==> src/sv/scs_pkg.sv <==
// types and constants for the striped circle span generator
// standalone package, no dependencies
`default_nettype none

package scs_pkg;

    localparam int IN_COORD_W  = 12;
    localparam int RADIUS_W    = 7;
    localparam int ROW_W       = 8;
    localparam int OUT_W       = 13;
    localparam int SQ_W        = 15;
    localparam int SQRT_STEPS  = 7;
    // highest even bit position of a 14-bit radicand
    localparam int SQRT_TOP    = 12;

    typedef struct packed {
        logic [IN_COORD_W-1:0] x0;
        logic [IN_COORD_W-1:0] y0;
        logic [RADIUS_W-1:0]   r;
        logic [ROW_W-1:0]      row;
        logic                  last;
    } span_item_t;

endpackage

`default_nettype wire

==> src/sv/striped_circle_span_generator.sv <==
// striped circle span generator: row walker, squares, pipelined integer sqrt
// depends on scs_pkg
`default_nettype none

// throughput: one span per cycle while out_ready is high; a circle of radius r
// (saturated) yields r spans and the next circle is taken once the row walker
// has issued the last row
// the sqrt is a seven-stage restoring pipeline, one result bit per stage
// reset clears the row walker and all valid bits; payload registers are not reset
module striped_circle_span_generator #(
    parameter int MAX_RADIUS = 64,
    parameter int COORD_BITS = 12
) (
    input  wire                            clk,
    input  wire                            rst_n,
    input  wire                            in_valid,
    output logic                           in_ready,
    input  wire  [scs_pkg::IN_COORD_W-1:0] origin_x,
    input  wire  [scs_pkg::IN_COORD_W-1:0] origin_y,
    input  wire  [scs_pkg::RADIUS_W-1:0]   circle_radius,
    output logic                           out_valid,
    input  wire                            out_ready,
    output logic [scs_pkg::OUT_W-1:0]      span_x_start,
    output logic [scs_pkg::OUT_W-1:0]      span_x_end,
    output logic [scs_pkg::OUT_W-1:0]      span_y,
    output logic                           last_span
);

    localparam int CW       = scs_pkg::IN_COORD_W;
    localparam int RW       = scs_pkg::RADIUS_W;
    localparam int OW       = scs_pkg::OUT_W;
    localparam int QW       = scs_pkg::SQ_W;
    localparam int STEPS    = scs_pkg::SQRT_STEPS;
    localparam int KEEP     = (COORD_BITS < CW) ? COORD_BITS : CW;
    localparam logic [CW:0] MaskWide = (CW + 1)'((1 << KEEP) - 1);
    localparam logic [CW-1:0] CoordMask = MaskWide[CW-1:0];
    localparam logic [RW-1:0] RadMax = RW'(MAX_RADIUS);

    logic advance;
    assign advance = !out_valid || out_ready;

    // row walker
    logic                        active_reg;
    logic [CW-1:0]               held_x_reg;
    logic [CW-1:0]               held_y_reg;
    logic [RW-1:0]               held_r_reg;
    logic [scs_pkg::ROW_W-1:0]   row_reg;
    logic [scs_pkg::ROW_W:0]     row_plus2;
    logic [scs_pkg::ROW_W:0]     two_r;
    logic                        walk_last;
    logic                        issue;
    logic [RW-1:0]               r_eff;

    assign in_ready  = !active_reg;
    assign r_eff     = (circle_radius > RadMax) ? RadMax : circle_radius;
    assign row_plus2 = {1'b0, row_reg} + 9'd2;
    assign two_r     = {1'b0, held_r_reg, 1'b0};
    assign walk_last = row_plus2 >= two_r;
    assign issue     = active_reg && advance;

    always_ff @(posedge clk or negedge rst_n)
    begin
        if (!rst_n)
        begin
            active_reg <= 1'b0;
            held_x_reg <= '0;
            held_y_reg <= '0;
            held_r_reg <= '0;
            row_reg    <= '0;
        end
        else if (in_valid && in_ready)
        begin
            held_x_reg <= origin_x & CoordMask;
            held_y_reg <= origin_y & CoordMask;
            held_r_reg <= r_eff;
            row_reg    <= 8'd1;
            active_reg <= (r_eff != '0);
        end
        else if (issue)
        begin
            if (walk_last)
            begin
                active_reg <= 1'b0;
                row_reg    <= '0;
            end
            else
            begin
                row_reg <= row_plus2[scs_pkg::ROW_W-1:0];
            end
        end
    end

    // stage a: distance from the center row
    scs_pkg::span_item_t a_item_reg;
    logic                a_valid_reg;
    logic [RW-1:0]       a_habs_reg;
    logic [scs_pkg::ROW_W-1:0] r_wide;
    logic [scs_pkg::ROW_W-1:0] habs_next;

    assign r_wide    = {1'b0, held_r_reg};
    assign habs_next = (row_reg > r_wide) ? (row_reg - r_wide) : (r_wide - row_reg);

    always_ff @(posedge clk or negedge rst_n)
    begin
        if (!rst_n)
            a_valid_reg <= 1'b0;
        else if (advance)
            a_valid_reg <= issue;
    end

    always_ff @(posedge clk)
    begin
        if (advance)
        begin
            a_item_reg.x0   <= held_x_reg;
            a_item_reg.y0   <= held_y_reg;
            a_item_reg.r    <= held_r_reg;
            a_item_reg.row  <= row_reg;
            a_item_reg.last <= walk_last;
            a_habs_reg      <= habs_next[RW-1:0];
        end
    end

    // stage b: squares
    scs_pkg::span_item_t b_item_reg;
    logic                b_valid_reg;
    logic [2*RW-1:0]     b_rr_reg;
    logic [2*RW-1:0]     b_hh_reg;

    always_ff @(posedge clk or negedge rst_n)
    begin
        if (!rst_n)
            b_valid_reg <= 1'b0;
        else if (advance)
            b_valid_reg <= a_valid_reg;
    end

    always_ff @(posedge clk)
    begin
        if (advance)
        begin
            b_item_reg <= a_item_reg;
            b_rr_reg   <= a_item_reg.r * a_item_reg.r;
            b_hh_reg   <= a_habs_reg * a_habs_reg;
        end
    end

    // sqrt pipeline, entry 0 holds the radicand
    scs_pkg::span_item_t sq_item_reg  [0:STEPS];
    logic                sq_valid_reg [0:STEPS];
    logic [QW-1:0]       sq_rem_reg   [0:STEPS];
    logic [QW-1:0]       sq_res_reg   [0:STEPS];

    always_ff @(posedge clk or negedge rst_n)
    begin
        if (!rst_n)
            sq_valid_reg[0] <= 1'b0;
        else if (advance)
            sq_valid_reg[0] <= b_valid_reg;
    end

    always_ff @(posedge clk)
    begin
        if (advance)
        begin
            sq_item_reg[0] <= b_item_reg;
            sq_rem_reg[0]  <= QW'(b_rr_reg - b_hh_reg);
            sq_res_reg[0]  <= '0;
        end
    end

    for (genvar k = 0; k < STEPS; k++)
    begin : g_sqrt
        localparam logic [QW-1:0] Bit = QW'(1) << (scs_pkg::SQRT_TOP - 2 * k);
        logic [QW-1:0] trial;
        logic [QW-1:0] rem_next;
        logic [QW-1:0] res_next;

        assign trial = sq_res_reg[k] + Bit;

        always_comb
        begin
            if (sq_rem_reg[k] >= trial)
            begin
                rem_next = sq_rem_reg[k] - trial;
                res_next = (sq_res_reg[k] >> 1) + Bit;
            end
            else
            begin
                rem_next = sq_rem_reg[k];
                res_next = sq_res_reg[k] >> 1;
            end
        end

        always_ff @(posedge clk or negedge rst_n)
        begin
            if (!rst_n)
                sq_valid_reg[k+1] <= 1'b0;
            else if (advance)
                sq_valid_reg[k+1] <= sq_valid_reg[k];
        end

        always_ff @(posedge clk)
        begin
            if (advance)
            begin
                sq_item_reg[k+1] <= sq_item_reg[k];
                sq_rem_reg[k+1]  <= rem_next;
                sq_res_reg[k+1]  <= res_next;
            end
        end
    end

    // output word
    scs_pkg::span_item_t fin;
    logic [OW:0]         center;
    logic [OW:0]         half;
    logic [OW:0]         xs_next;
    logic [OW:0]         xe_next;
    logic [OW:0]         y_next;

    assign fin     = sq_item_reg[STEPS];
    assign center  = (OW + 1)'(fin.x0) + (OW + 1)'(fin.r);
    assign half    = (OW + 1)'(sq_res_reg[STEPS][RW-1:0]);
    assign xs_next = center - half;
    assign xe_next = center + half - 14'd1;
    assign y_next  = (OW + 1)'(fin.y0) + (OW + 1)'(fin.row);

    logic out_valid_reg;
    logic [OW-1:0] xs_reg;
    logic [OW-1:0] xe_reg;
    logic [OW-1:0] y_reg;
    logic          last_reg;

    always_ff @(posedge clk or negedge rst_n)
    begin
        if (!rst_n)
            out_valid_reg <= 1'b0;
        else if (advance)
            out_valid_reg <= sq_valid_reg[STEPS];
    end

    always_ff @(posedge clk)
    begin
        if (advance)
        begin
            xs_reg   <= xs_next[OW-1:0];
            xe_reg   <= xe_next[OW-1:0];
            y_reg    <= y_next[OW-1:0];
            last_reg <= fin.last;
        end
    end

    assign out_valid    = out_valid_reg;
    assign span_x_start = xs_reg;
    assign span_x_end   = xe_reg;
    assign span_y       = y_reg;
    assign last_span    = last_reg;

endmodule

`default_nettype wire

==> config.mk <==
export PLATFORM = sky130hd
export DESIGN_NAME = striped_circle_span_generator
export DESIGN_NICKNAME = d
export VERILOG_FILES = /design/src/sv/scs_pkg.sv /design/src/sv/striped_circle_span_generator.sv
export SDC_FILE = /design/constraint.sdc
export NUM_CORES = 1
export LEC_CHECK = 0
export ABC_AREA = 1
export BUFFER_PORTS_ARGS = -buffer_cell sky130_fd_sc_hd__buf_2
export CORE_UTILIZATION = 25
export CTS_CLUSTER_SIZE = 28
export DETAILED_ROUTE_END_ITERATION = 16
export SLEW_MARGIN = 20
export SYNTH_ARGS = -nofsm -noshare
export SYNTH_HDL_FRONTEND = slang
export SYNTH_SLANG_ARGS = --single-unit
==> constraint.sdc <==
create_clock -name clk -period 23.6 [get_ports clk]
set_input_delay 4.72 -clock clk [delete_from_list [all_inputs] [get_ports clk]]
set_output_delay 4.72 -clock clk [all_outputs]
set_load 0.05 [all_outputs]
==> results of run 1 <==
kinds of logic after synthesis:
kind of cell,share of synthesized area [%]
buf+inv,4.14
flops,68.7
xor+xnor,3.37
fa+ha+maj,9.59
compound gates,3.73
simple gates,10.4
cell type report:
cell class	count	area (sq um)	area share, %
sequential	656	19400	59.5
multi-input combinational	1195	7670	23.5
tap	1500	1880	5.74
clock buffer	77	1710	5.24
inverter	283	1070	3.27
timing repair buffer	86	459	1.40
clock inverter	39	457	1.40
per-stage QoR:
stage	utilization (%)	cell area, sq um	instances
2_1_floorplan	-	28300	2157
3_3_place_gp	27.2	30500	3720
3_5_place_dp	27.2	30500	3720
4_1_cts	29.1	32700	3836
5_1_grt	29.1	32700	3836
6_report	29.1	32700	3836
cell usage in the layout (no fill, tap or decap), types with 6 or more instances in the layout:
| master | count |
|---|---|
| clkbuf_1 | 9 |
| fa_1 | 33 |
| o21ai_0 | 47 |
| xnor2_1 | 35 |
| buf_2 | 76 |
| nor4_1 | 10 |
| nand3_1 | 66 |
| bufinv_16 | 6 |
| o21ai_1 | 24 |
| nor2_1 | 100 |
| xor2_1 | 74 |
| edfxtp_1 | 605 |
| dfrtp_1 | 51 |
| a21oi_1 | 81 |
| buf_4 | 9 |
| ha_1 | 164 |
| nand4_1 | 30 |
| inv_1 | 276 |
| o21bai_1 | 7 |
| clkinv_1 | 10 |
| clkinv_2 | 10 |
| nor3_1 | 25 |
| clkbuf_16 | 66 |
| nand2_1 | 444 |
cells in the mapped netlist, drive strengths merged:
library cell / count
o211ai: 2
xor2: 74
o31ai: 1
buf: 8
a21oi: 83
a21boi: 2
edfxtp: 605
nor4: 11
nand3b: 4
or2: 7
nor2: 103
dfrtp: 51
and3: 3
o21a: 4
nand2: 446
ha: 164
clkbuf: 15
nand3: 68
a22oi: 1
nor3: 25
o2111ai: 1
nor2b: 1
o41ai: 2
o21ai: 73
xnor2: 35
a31o: 2
inv: 281
a31oi: 5
a21o: 5
o22ai: 2
nand4: 31
o21bai: 7
fa: 33
clkinv: 2
worst max-delay path: cells and delay by family:
family                 cells  cell delay (ns)
and+or+nand+nor            1             0.04
buffers and inverters      6             3.16
per-layer routing:
layer / global-route usage (%) / wire [microns] / up-vias
met5: 0 / 14 / -
met4: 3.27 / 1440 / 2
met3: 1.61 / 1620 / 90
met2: 12.7 / 20400 / 235
met1: 9.85 / 20600 / 7005
li1: - / - / 7693
path summary, 6_finish.rpt:
path / startpoint / end / cells after the start
worst max-delay path: out_ready / sq_rem_reg[3][5]$_DFFE_PP_ / 7
worst min-delay path: sq_item_reg[1][6]$_DFFE_PP_ / sq_item_reg[1][46]$_DFFE_PP_ / 0
worst max register to register: a_item_reg[14]$_DFFE_PP_ / b_rr_reg[10]$_DFFE_PP_ / 17
worst min register to register: sq_item_reg[1][6]$_DFFE_PP_ / sq_item_reg[1][46]$_DFFE_PP_ / 0
max in group asynchronous: rst_n / held_x_reg[11]$_DFFE_PN0P_ / 2
min in group asynchronous: rst_n / held_y_reg[10]$_DFFE_PN0P_ / 2
==> impl_metrics.csv, run 1 <==
group,metric,value,unit
placement,place_ws,14.74,ns
critical_path,crit_chain,"buf_2 > nor2_1 > buf_4 > inv_8 > buf_6 > buf_4 > buf_4",
critical_path,cpMaxStageDelayCell,"buf_4",
timing,rsz0062_at_grt,"false",
logic_synthesis,seq_area_frac_synth,68.7,%
clock_tree,cts_num_sinks,656,
timing,worst_pin_slew,1.05,ns
timing,finalCritPeriodShare,33.6,%
clock_tree,post-cts-setup-buffer-count,0,
timing,fmax,0.126,GHz
route,route.detailed.drc,2,
floorplanning,num_rows,123,
floorplanning,core,112000,sq um
critical_path,path_class,"in2reg",
layout,fillCellCount,11346,
route,route.antenna.remaining_nets,0,
logic_synthesis,yosysWarnings,0,
route,drt_iter0_drc,779,
route,route.vias.total,15025,
critical_path,end_kind,"register",
grt,grt_pass1_vias,14945,
grt,antenna_found_initial,1,
timing,holdWs,0.410,ns
clock_tree,cts-root-buf,"clkbuf_16",
logic_synthesis,netlist-cell-type-count,50,
timing,slew_viol_final,0,
logic_synthesis,synth_area_leaders,"edfxtp_1 64%, ha_1 7.3%, nand2_1 5.9%",
placement,dp_hpwl,30500,microns
grt,grt_max_degree,113,
layout,largest_reg_flops,320,
critical_path,rrSetupSlack,19.13,ns
critical_path,cpMostUsedCell,"buf_4",
logic_synthesis,synth_area,28300,sq um
timing,fin_ws,15.67,ns
grt,track_usage,7.72,%
route,drt-vias-per-instance,3.92,
clock_tree,clkTransAtPathRegs,0.06,ns
logic_synthesis,synth_top_area_cell,"edfxtp_1",
placement,gp_congestion,0.795,
clock_tree,ctsHoldBuffers,0,
floorplanning,io_pins,77,
layout,nNetsFinal,2520,
critical_path,critPathRequiredTime,23.81,ns
critical_path,path_max_fanout,112,
clock_tree,clk_path_buf_depth,3,
clock_tree,cts_resized,0,
critical_path,worst_setup_path_start_kind,"input pin",
critical_path,cp.arrival,8.14,ns
route,drt-pass1-iter-count,12,
floorplanning,fp.dieH,338,microns
layout,diodes,0,
clock_tree,cts_buffers,66,
logic_synthesis,yosysTopAreaCellShare,64.2,%
clock_tree,clk_latency,0.60,ns
run_status,violations,"DRC",
hold_path,hold_path.class,"reg2reg",
logic_synthesis,avgSynthCellArea,13.1,sq um
floorplanning,dieWidth,338,microns
floorplanning,die_area,114000,sq um
timing,tns,0,ns
floorplanning,initial_utilization,25.2,%
run_status,status,"finished, violations left",
run,drv_cap,0,
logic_synthesis,synth_fp_nets,2389,
timing,hold_violations,0,
timing,setup_viol,0,
logic_synthesis,synth_seq_cells,656,
placement,port_buffers,76,
timing,finalClockSkew,0.0172,ns
layout,area_growth,15.6,%
logic_synthesis,syn_inst,2157,
route,wirelength,44000,microns
route,wl_per_cell,11.5,microns
grt,overflow,0,
grt,grt_pass1_wl,73300,microns
timing,post-route-min-period,7.93,ns
layout,drive_gt1_share,8.99,%
clock_tree,cts_max_level,3,
timing,slew_headroom,30.1,%
clock_tree,cts_tree,"yes",
critical_path,max_stage_delay,0.93,ns
Power of run 1 is not shown: default switching activity piles up to over one toggle a cycle in this logic, so the estimate is an artifact.
==> run 2: changes to the inputs <==
==> constraint.sdc (replaced) <==
create_clock -name clk -period 7.2 [get_ports clk]
set_input_delay 1.44 -clock clk [delete_from_list [all_inputs] [get_ports clk]]
set_output_delay 1.44 -clock clk [all_outputs]
set_load 0.05 [all_outputs]
==> run 2 against run 1 <==
  * The flow still finishes with violations (DRC)
  * Non-clock buffer count shrank 3
  * First-iteration DRC count grew 9.9%
  * Die area is the same
  * Sequential share of layout area grew 0.24 points
  * Clock skew grew 0.015 ns
  * Setup slack lost 13 ns
  * Worst hold slack lost 0.022 ns
  * Clock-buffer cell count grew 1
  * Cell area shrank 0.41%
  * Highest routed layer is now met4
==> impl_metrics.csv, run 2 (same netlist as run 1, synthesis figures left out) <==
group,metric,value,unit
floorplanning,fp.dieH,338,microns
grt,antenna_found_initial,0,
route,route.antenna.remaining_nets,0,
clock_tree,cts_tree,"yes",
critical_path,cpMostUsedCell,"inv_1",
critical_path,path_class,"reg2reg",
route,route.detailed.drc,2,
clock_tree,cts-root-buf,"clkbuf_16",
floorplanning,num_rows,123,
floorplanning,core,112000,sq um
grt,grt_max_degree,316,
hold_path,hold_path.class,"reg2reg",
route,wl_per_cell,11.4,microns
floorplanning,initial_utilization,25.2,%
timing,finalCritPeriodShare,59.5,%
layout,area_growth,15.1,%
critical_path,path_max_fanout,9,
grt,overflow,0,
route,drt_iter0_drc,856,
critical_path,critPathRequiredTime,7.58,ns
floorplanning,die_area,114000,sq um
clock_tree,cts_num_sinks,656,
clock_tree,clk_path_buf_depth,3,
timing,post-route-min-period,4.28,ns
critical_path,crit_buf_inv,5,
timing,hold_violations,0,
run_status,status,"finished, violations left",
clock_tree,clk_latency,0.65,ns
placement,dp.cells,3717,
route,drt-pass1-iter-count,11,
placement,gp_congestion,0.855,
timing,slew_viol_final,0,
critical_path,cpMaxStageDelayCell,"fa_1",
clock_tree,clkTransAtPathRegs,0.07,ns
grt,met2_usage,12.0,%
layout,final-seq-area,19400,sq um
clock_tree,post-cts-setup-buffer-count,0,
layout,fillCellCount,11378,
timing,setup_viol,0,
grt,grt_pass1_wl,71600,microns
timing,finalClockSkew,0.0321,ns
grt,grt_pass1_vias,14614,
timing,slew_headroom,29.4,%
route,wirelength,43500,microns
placement,dp_hpwl,29800,microns
critical_path,crit_family,"adder cells",
grt,track_usage,7.50,%
layout,largest_reg_flops,320,
layout,layoutNonFillerInstCount,3831,
route,drt-vias-per-instance,3.87,
critical_path,crit_chain,"nand2_1 > xor2_1 > ha_1 > inv_1 > fa_1 > inv_1 > fa_1 > inv_1 > fa_1 > inv_1 > ha_1 > nand2_1 > inv_1 > a21boi_0 > nor2_1 > nor2_1 > xnor2_1",
critical_path,worst_setup_path_start_kind,"register",
clock_tree,ctsHoldBuffers,0,
run_status,violations,"DRC",
grt,top_usage_layer,"met2",
timing,rsz0062_at_grt,"false",
placement,port_buffers,76,
critical_path,max_stage_delay,0.53,ns
route,route.vias.total,14842,
clock_tree,cts_resized,0,
floorplanning,dieWidth,338,microns
clock_tree,cts_buffers,60,
layout,diodes,0,
layout,drive_gt1_share,8.54,%
grt,met3_usage,1.29,%
run,drv_cap,0,
layout,multiInputGateArea,7670,sq um
clock_tree,cts_max_level,2,
layout,layout_common_cells,"605 x edfxtp_1, 444 x nand2_1, 276 x inv_1",
layout,final_common_cell,"edfxtp_1",
grt,use_met1,10.0,%
critical_path,cp.arrival,4.66,ns
timing,tns,0,ns
floorplanning,io_pins,77,
timing,fmax,0.233,GHz
critical_path,end_kind,"register",
timing,worst_pin_slew,1.06,ns
layout,nNetsFinal,2511,
==> run 2: cell count changes in the layout (fill, tap and decap cells not counted), moves of 3 or more <==
cell,before,now
clkbuf_1,9,14
buf_4,9,5
clkbuf_16,66,60
inv_6,5,2
==> run 2: area by class of cell <==
class / instances / share of cell area [%]
sequential: 656 / 59.7
multi-input combinational: 1195 / 23.6
tap: 1500 / 5.76
clock buffer: 78 / 4.94
inverter: 283 / 3.34
timing repair buffer: 83 / 1.41
clock inverter: 36 / 1.26
==> run 2: metrics by stage <==
step	cell area, sq um	setup slack (ns)	hold WS (ns)	util [%]
after global placement	30500	3.00	0.400	27.2
after floorplan	28300	1.30	0.400	-
final	32600	2.92	0.388	29.0
after CTS	32600	2.89	0.388	29.0
after detailed placement	30500	2.93	0.405	27.2
after global routing	32600	2.62	0.396	29.0
==> run 2: metal layers <==
metal	wire (microns)	share of wire [%]
met5	0	0
met2	19400	45
met4	1390	3.2
met3	1460	3.4
met1	21300	49
==> run 2: worst reg2reg max path, cell delays in order (launching register included) <==
cell	delay, ns
edfxtp_1	0.50
nand2_1	0.16
xor2_1	0.20
ha_1	0.28
inv_1	0.06
fa_1	0.53
inv_1	0.05
fa_1	0.52
inv_1	0.05
fa_1	0.53
inv_1	0.04
ha_1	0.34
nand2_1	0.12
inv_1	0.04
a21boi_0	0.33
nor2_1	0.07
nor2_1	0.12
xnor2_1	0.07
==> run 2: final timing paths <==
check,end,cells past startpoint,slack (ns),start
worst max-delay path,b_hh_reg[10]$_DFFE_PP_,17,2.92,a_habs_reg[1]$_DFFE_PP_
worst min-delay path,sq_item_reg[0][55]$_DFFE_PP_,0,0.39,sq_item_reg[0][15]$_DFFE_PP_
worst max register to register,b_hh_reg[10]$_DFFE_PP_,17,2.92,a_habs_reg[1]$_DFFE_PP_
worst min register to register,sq_item_reg[0][55]$_DFFE_PP_,0,0.39,sq_item_reg[0][15]$_DFFE_PP_
max in group asynchronous,held_r_reg[6]$_DFFE_PN0P_,2,5.77,rst_n
min in group asynchronous,held_y_reg[10]$_DFFE_PN0P_,2,0.91,rst_n
Power of run 2 is left out for the same reason.
